[src/rtl/isb_pkg.sv]
// Shared types and constants for the indexed sequence buffer.
// No dependencies; imported by isb_store and indexed_sequence_buffer.
`default_nettype none

package isb_pkg;

  localparam int DATA_W = 32;

  typedef enum logic [2:0] {
    ACT_PUSH   = 3'd0,
    ACT_INSERT = 3'd1,
    ACT_POP    = 3'd2,
    ACT_REMOVE = 3'd3,
    ACT_READ   = 3'd4,
    ACT_CLEAR  = 3'd5
  } action_t;

  typedef enum logic [1:0] {
    ST_OK    = 2'd0,
    ST_RANGE = 2'd1,
    ST_FULL  = 2'd2,
    ST_EMPTY = 2'd3
  } status_t;

endpackage

`default_nettype wire

[src/rtl/isb_store.sv]
// Element storage: one write port, one read port with registered read data.
// Depends on isb_pkg for the data width.
`default_nettype none

module isb_store import isb_pkg::*; #(
  parameter int DEPTH = 64,
  parameter int AW    = 6
) (
  input  wire logic              clk,
  input  wire logic              we,
  input  wire logic [AW-1:0]     waddr,
  input  wire logic [DATA_W-1:0] wdata,
  input  wire logic [AW-1:0]     raddr,
  output logic      [DATA_W-1:0] rdata
);

  logic [DATA_W-1:0] mem [DEPTH];

  always_ff @(posedge clk) begin
    if (we) begin
      mem[waddr] <= wdata;
    end
  end

  always_ff @(posedge clk) begin
    rdata <= mem[raddr];
  end

endmodule

`default_nettype wire

[src/rtl/indexed_sequence_buffer.sv]
// Indexed sequence buffer: ordered store of signed 32-bit words with
// push, insert, pop, remove-at, read-at and clear.
// Depends on isb_pkg and isb_store.
//
// Usage:
//   Input channel (in_valid/in_ready) takes one request word: action,
//   position, value. Output channel (out_valid/out_ready) returns one result
//   word per request: status, read_value, count (count after the action).
//   One request is in work at a time; in_ready is high only while the
//   sequencer is idle. A finished result sits in an output register, so the
//   next request is taken while that result waits for the receiver.
//   Push, clear, errors, pop, read, insert at the end and remove of the last
//   entry go straight to the done state. Insert at position p shifts the
//   entries from p upward by one slot and then writes the value at p; remove
//   at position p shifts the entries above p down by one slot. Insert and
//   remove move one entry per cycle through the single memory port pair.
//   If the receiver stalls with a result pending, the next request is still
//   processed but holds in its done state until the output register frees.
//   Reset empties the buffer (count 0) and drops any pending result; the
//   storage itself is not cleared.
`default_nettype none

module indexed_sequence_buffer import isb_pkg::*; #(
  parameter int CAPACITY = 64
) (
  input  wire logic                     clk,
  input  wire logic                     rst,
  input  wire logic                     in_valid,
  output logic                          in_ready,
  input  wire logic [2:0]               action,
  input  wire logic [6:0]               position,
  input  wire logic signed [DATA_W-1:0] value,
  output logic                          out_valid,
  input  wire logic                     out_ready,
  output logic [1:0]                    status,
  output logic signed [DATA_W-1:0]      read_value,
  output logic [6:0]                    count
);

  localparam int AW = (CAPACITY > 1) ? $clog2(CAPACITY) : 1;
  localparam int CW = $clog2(CAPACITY + 1);
  localparam int WW = (CW > 7) ? CW : 7;

  typedef enum logic [4:0] {
    S_IDLE  = 5'b00001,
    S_SHIFT = 5'b00010,
    S_DRAIN = 5'b00100,
    S_PUT   = 5'b01000,
    S_DONE  = 5'b10000
  } state_t;

  state_t            state;
  logic [CW-1:0]     n;
  logic [AW-1:0]     cur;
  logic [AW-1:0]     stop;
  logic [AW-1:0]     wa;
  logic [AW-1:0]     pos_q;
  logic [DATA_W-1:0] val_q;
  logic [DATA_W-1:0] got;
  logic              mv;
  logic              cap;
  logic              is_ins;
  status_t           res_status;

  logic              accept;
  logic              full;
  logic              empty;
  logic [WW-1:0]     pos_w;
  logic [WW-1:0]     n_w;
  status_t           dec_status;
  logic              dec_we;
  logic              dec_read;
  state_t            dec_next;
  logic [CW-1:0]     n_dec;
  logic              load;

  logic              we;
  logic [AW-1:0]     waddr;
  logic [DATA_W-1:0] wdata;
  logic [AW-1:0]     raddr;
  logic [DATA_W-1:0] rdata;

  assign in_ready = (state == S_IDLE);
  assign accept   = in_valid & in_ready;
  assign full     = (n == CW'(CAPACITY));
  assign empty    = (n == '0);
  assign pos_w    = WW'(position);
  assign n_w      = WW'(n);
  assign load     = (state == S_DONE) && (!out_valid || out_ready);

  // request decode, used only in the accept cycle
  always_comb begin
    dec_status = ST_OK;
    dec_we     = 1'b0;
    dec_read   = 1'b0;
    dec_next   = S_DONE;
    n_dec      = n;
    case (action_t'(action))
      ACT_PUSH: begin
        if (full) begin
          dec_status = ST_FULL;
        end else begin
          dec_we = 1'b1;
          n_dec  = n + CW'(1);
        end
      end
      ACT_INSERT: begin
        if (pos_w > n_w) begin
          dec_status = ST_RANGE;
        end else if (full) begin
          dec_status = ST_FULL;
        end else begin
          n_dec = n + CW'(1);
          if (pos_w == n_w) begin
            dec_we = 1'b1;
          end else begin
            dec_next = S_SHIFT;
          end
        end
      end
      ACT_POP: begin
        if (empty) begin
          dec_status = ST_EMPTY;
        end else begin
          dec_read = 1'b1;
          n_dec    = n - CW'(1);
        end
      end
      ACT_REMOVE, ACT_READ: begin
        if (empty) begin
          dec_status = ST_EMPTY;
        end else if (pos_w >= n_w) begin
          dec_status = ST_RANGE;
        end else begin
          dec_read = 1'b1;
          if (action == ACT_REMOVE) begin
            n_dec = n - CW'(1);
            if ((pos_w + WW'(1)) != n_w) begin
              dec_next = S_SHIFT;
            end
          end
        end
      end
      ACT_CLEAR: begin
        n_dec = '0;
      end
      default: begin
      end
    endcase
  end

  // memory port steering
  always_comb begin
    raddr = cur;
    we    = 1'b0;
    waddr = wa;
    wdata = rdata;
    case (state)
      S_IDLE: begin
        raddr = (action == ACT_POP) ? AW'(n - CW'(1)) : AW'(position);
        if (accept && dec_we) begin
          we    = 1'b1;
          waddr = AW'(n);
          wdata = value;
        end
      end
      S_SHIFT, S_DRAIN: begin
        we = mv;
      end
      S_PUT: begin
        we    = 1'b1;
        waddr = pos_q;
        wdata = val_q;
      end
      default: begin
      end
    endcase
  end

  isb_store #(
    .DEPTH (CAPACITY),
    .AW    (AW)
  ) u_store (
    .clk   (clk),
    .we    (we),
    .waddr (waddr),
    .wdata (wdata),
    .raddr (raddr),
    .rdata (rdata)
  );

  // sequencer and control
  always_ff @(posedge clk) begin
    if (rst) begin
      state     <= S_IDLE;
      n         <= '0;
      mv        <= 1'b0;
      cap       <= 1'b0;
      out_valid <= 1'b0;
    end else begin
      cap <= accept & dec_read;
      case (state)
        S_IDLE: begin
          if (accept) begin
            state <= dec_next;
            n     <= n_dec;
            mv    <= 1'b0;
          end
        end
        S_SHIFT: begin
          mv <= 1'b1;
          if (cur == stop) begin
            state <= S_DRAIN;
          end
        end
        S_DRAIN: begin
          mv    <= 1'b0;
          state <= is_ins ? S_PUT : S_DONE;
        end
        S_PUT: begin
          state <= S_DONE;
        end
        S_DONE: begin
          if (load) begin
            state <= S_IDLE;
          end
        end
        default: begin
          state <= S_IDLE;
        end
      endcase
      if (load) begin
        out_valid <= 1'b1;
      end else if (out_ready) begin
        out_valid <= 1'b0;
      end
    end
  end

  // datapath registers
  always_ff @(posedge clk) begin
    if (cap) begin
      got <= rdata;
    end
    case (state)
      S_IDLE: begin
        if (accept) begin
          got        <= '0;
          res_status <= dec_status;
          is_ins     <= (action == ACT_INSERT);
          pos_q      <= AW'(position);
          val_q      <= value;
          if (action == ACT_INSERT) begin
            cur  <= AW'(n - CW'(1));
            stop <= AW'(position);
          end else begin
            cur  <= AW'(position) + AW'(1);
            stop <= AW'(n - CW'(1));
          end
        end
      end
      S_SHIFT: begin
        // read at cur now, its word lands one slot over next cycle
        wa <= is_ins ? cur + AW'(1) : cur - AW'(1);
        if (cur != stop) begin
          cur <= is_ins ? cur - AW'(1) : cur + AW'(1);
        end
      end
      default: begin
      end
    endcase
    if (load) begin
      status     <= res_status;
      read_value <= cap ? rdata : got;
      count      <= 7'(n);
    end
  end

endmodule

`default_nettype wire
[config.mk]
export PLATFORM = sky130hd
export DESIGN_NAME = indexed_sequence_buffer
export DESIGN_NICKNAME = d
export VERILOG_FILES = /design/src/rtl/isb_pkg.sv /design/src/rtl/isb_store.sv /design/src/rtl/indexed_sequence_buffer.sv
export SDC_FILE = /design/constraint.sdc
export NUM_CORES = 2
export LEC_CHECK = 0
export BUFFER_PORTS_ARGS = -buffer_cell sky130_fd_sc_hd__buf_2
export CORE_ASPECT_RATIO = 1.1
export CORE_MARGIN = 5
export CORE_UTILIZATION = 49
export DETAILED_ROUTE_END_ITERATION = 8
export PLACE_DENSITY = 0.71
export SYNTH_ARGS = -nofsm -noshare
export SYNTH_HDL_FRONTEND = slang
export SYNTH_SLANG_ARGS = --single-unit
[constraint.sdc]
create_clock -name clk -period 11.4 [get_ports clk]
set_input_delay 1.14 -clock clk [delete_from_list [all_inputs] [get_ports clk]]
set_output_delay 1.14 -clock clk [all_outputs]
set_load 0.05 [all_outputs]
==> impl_metrics.json <==
{
  "synth_cell_types": 70,
  "worstPathArrival_ps": 7050,
  "cap_violations": 0,
  "grt_usage_pct": 24.7,
  "max-vdd-ir-drop_v": 0.000230,
  "setup_viol": 0,
  "gp_congestion": 0.899,
  "cp-end-kind": "flop",
  "cp-start-kind": "flop",
  "io_pins": 89,
  "post-cts-setup-buffers": 0,
  "yosysSeqAreaShare_pct": 75.4,
  "p_seq_share_pct": 45.8,
  "period_share_pct": 57.6,
  "drc": 0,
  "cts_root_buf": "clkbuf_16",
  "netlist_area_mm2": 0.0876,
  "reg2reg_slack_ps": 4840,
  "hold_viol_final": 0,
  "synth-edff-count": 2148,
  "grt_max_degree": 179,
  "die_w_um": 413,
  "grt_pass1_vias": 49600,
  "whs_ps": 417,
  "insertion_delay_ps": 840,
  "synth_seq_cells": 2227,
  "start_util_pct": 49.3,
  "hold_path.class": "reg -> reg",
  "p_leak_nw": 32.2,
  "die_area_mm2": 0.187,
  "via_per_inst": 6.38,
  "drt_iter0_drc": 7511,
  "hold_end": "status[0]",
  "clk_path_buf_depth": 3,
  "synth_top_flop_cell": "edfxtp_1",
  "dp_hpwl_um": 127000,
  "cts_buffers": 203,
  "timing.rr.end": "u_store.mem[13][0]",
  "yosysTopAreaCell": "edfxtp_1",
  "p_comb_share_pct": 24.2,
  "ant_nets": 0,
  "cts_max_level": 4,
  "timing_max_transition_violations_final": 0,
  "fin_worst_skew_ps": 36.4,
  "overflow": 0,
  "synth_cells": 5454,
  "hold_start": "res_status[0]",
  "worst_pin_slew_ps": 1400,
  "p_int_mw": 15.6,
  "routed_wl_um": 236000,
  "cts_hold_buf": 0,
  "synth_top_area_share_pct": 73.6,
  "tritoncts": "yes",
  "synthToLayoutAreaGrowth_pct": 11.6,
  "firstDrtPassIters": 8,
  "swShare_pct": 31.3,
  "pwr-share-clk_pct": 29.9,
  "vias": 51400,
  "hold_depth": 0,
  "ys_async_sr_fraction_pct": 0,
  "fp.dieH_um": 453,
  "reg2reg_from": "state[0]",
  "cts_resized": 0,
  "crit_path_max_fanout": 81,
  "synthTopCellsByArea": "edfxtp_1 (74%), nand2_1 (3.3%), mux2i_1 (3.1%)",
  "r2r_cells": 13,
  "drive_gt1_share_pct": 15.3,
  "path_clk_slew_ps": 70,
  "syn_area_per_cell_um2": 16.1,
  "p_per_area_mw_per_mm2": 232,
  "cts_sinks": 2227,
  "syn-num-nets": 5512,
  "max_freq_mhz": 152,
  "fill_cells": 13500,
  "ys_warn_count": 0,
  "post_drt_wl_per_cell_um": 29.3,
  "crit_required_ps": 11890,
  "fin_nets": 5558,
  "numPortBuffers": 88,
  "grt_pass1_wl_um": 340000,
  "period_needed_ps": 6560,
  "core_area_mm2": 0.178,
  "slew_headroom_pct": 6.58,
  "outcome": "finished clean",
  "tns_ps": 0,
  "crit_type": "reg -> reg",
  "rows": 162,
  "power.net_switching_mw": 7.09,
  "rsz0062_at_grt": "no",
  "antenna_found_initial": 10
}
-- power groups by stage --
stage,Combinational [mW],Sequential [mW],Clock (mW)
2_1_floorplan,3.38,10.5,0
3_3_place_gp,5.25,10.6,0
3_5_place_dp,5.38,10.6,0
4_1_cts,5.39,10.4,6.85
5_1_grt,5.78,10.4,7.20
6_report,5.49,10.4,6.79
-- registers in the layout, indices dropped and copies added (netlist names), 2 cells and up --
| name | count |
|---|---|
| got | 32 |
| read_value | 32 |
| stop | 6 |
| val_q | 32 |
| n | 7 |
| state | 5 |
| status | 2 |
| count | 7 |
| pos_q | 6 |
| u_store.mem | 2048 |
| res_status | 2 |
| cur | 6 |
| wa | 6 |
| u_store.rdata | 32 |
-- worst max-delay path by stage --
stage                      startpoint                   to  cells past startpoint  slack (ps)
after CTS                    state[0]   u_store.mem[12][2]                     13        4950
after floorplan           position[4]   u_store.mem[11][0]                     10        6670
final                        state[0]   u_store.mem[13][0]                     13        4840
after global routing         state[0]  u_store.mem[12][29]                     13        4570
after detailed placement     state[0]  u_store.mem[12][18]                     13        4990
after global placement       state[0]  u_store.mem[12][17]                     13        5010
-- cell usage after synthesis (all sizes together), types with 3 or more instances --
cell type     n
a211oi      157
a21o          6
a21oi       247
a221oi        3
a22o         77
a22oi        75
a311oi       92
a31oi        72
and2          8
and3        182
buf         178
clkbuf      199
dfxtp        79
edfxtp     2148
ha           12
inv          17
mux2         34
mux2i       274
mux4        116
nand2       776
nand2b        6
nand3        38
nand3b        6
nor2        129
nor2b        41
nor3         11
nor3b         3
nor4         13
o211ai        4
o21ai        84
o221a        76
o221ai       31
o22a          7
o22ai       106
o31ai         3
o41ai        58
or2           3
or3          31
xnor2        19
xor2         11
-- placed cells by master (no fill, tap or decap), types with 8 or more instances in the layout --
cell type	n
mux4_2	116
o21ai_0	83
dfxtp_1	78
clkinv_1	38
a211oi_1	157
mux2i_1	273
clkbuf_16	208
a31oi_1	70
nor3_1	10
nand3_1	38
buf_4	119
a21oi_1	247
nor2b_1	40
nand2_1	740
mux2_2	33
buf_12	11
nand2_2	32
nor2_4	68
clkbuf_8	10
nor4_1	13
buf_2	88
o221ai_1	31
and3_1	182
diode_2	8
a311oi_1	92
inv_1	15
ha_1	12
bufinv_16	20
a22o_1	77
xor2_1	11
o22ai_1	106
nor2_1	61
clkinv_2	39
clkbuf_1	50
a22oi_1	75
o221a_2	76
edfxtp_1	2148
xnor2_1	19
or3_1	31
o41ai_1	51
-- final cells by class --
cell class                 count  area [um^2]  area share [%]
timing repair buffer         218         1550            1.59
multi-input combinational   2831        20500            20.9
clock inverter               109         1080            1.11
sequential                  2227        66100            67.6
inverter                      19         72.6          0.0742
antenna                        8         20.0          0.0205
clock buffer                 268         5530            5.66
tap                         2378         2980            3.04
-- worst max-delay path, stage by stage (launching register included) --
cell      delay [ps]
dfxtp_1          390
nor2b_1          350
nand2_1          290
inv_2            350
nand2_1          260
clkinv_2          80
buf_4            800
and3_1           990
a32o_1           280
a21oi_1           60
nor2_1           480
nand3_1          700
nor2_4           690
buf_4            460
-- cells by family (layout without fill, tap and decap cells) --
logic type | count (synthesis) | after routing | share of synthesized area (%)
fa+ha+maj | 12 | 12 | 0.171
other cells | 0 | 8 | 0
xor+xnor | 30 | 30 | 0.300
mux | 424 | 424 | 6.55
simple gates | 1255 | 1255 | 6.37
buf+inv | 396 | 614 | 2.07
compound gates | 1110 | 1110 | 9.12
flops | 2227 | 2227 | 75.4
-- through the flow --
step	cells	instance area [um^2]	total power, mW	utilization, %	worst slack, ps
floorplan	5454	87600	13.9	-	6670
global placement	7673	91100	15.8	51.3	5010
detailed placement	7673	91100	15.9	51.3	4990
CTS	8050	97800	22.6	55.1	4950
global route	8052	97800	23.4	55.1	4570
finish	8058	97800	22.7	55.1	4840
-- metal layers --
metal	up-vias	track usage (%)	share of wire [%]
li1	21700	-	-
met1	26100	33.7	38
met2	3217	39.1	47
met3	501	5.59	11
met4	4	9.49	3.8
met5	-	0	0.0097
Power figures use the tool's default switching activity.
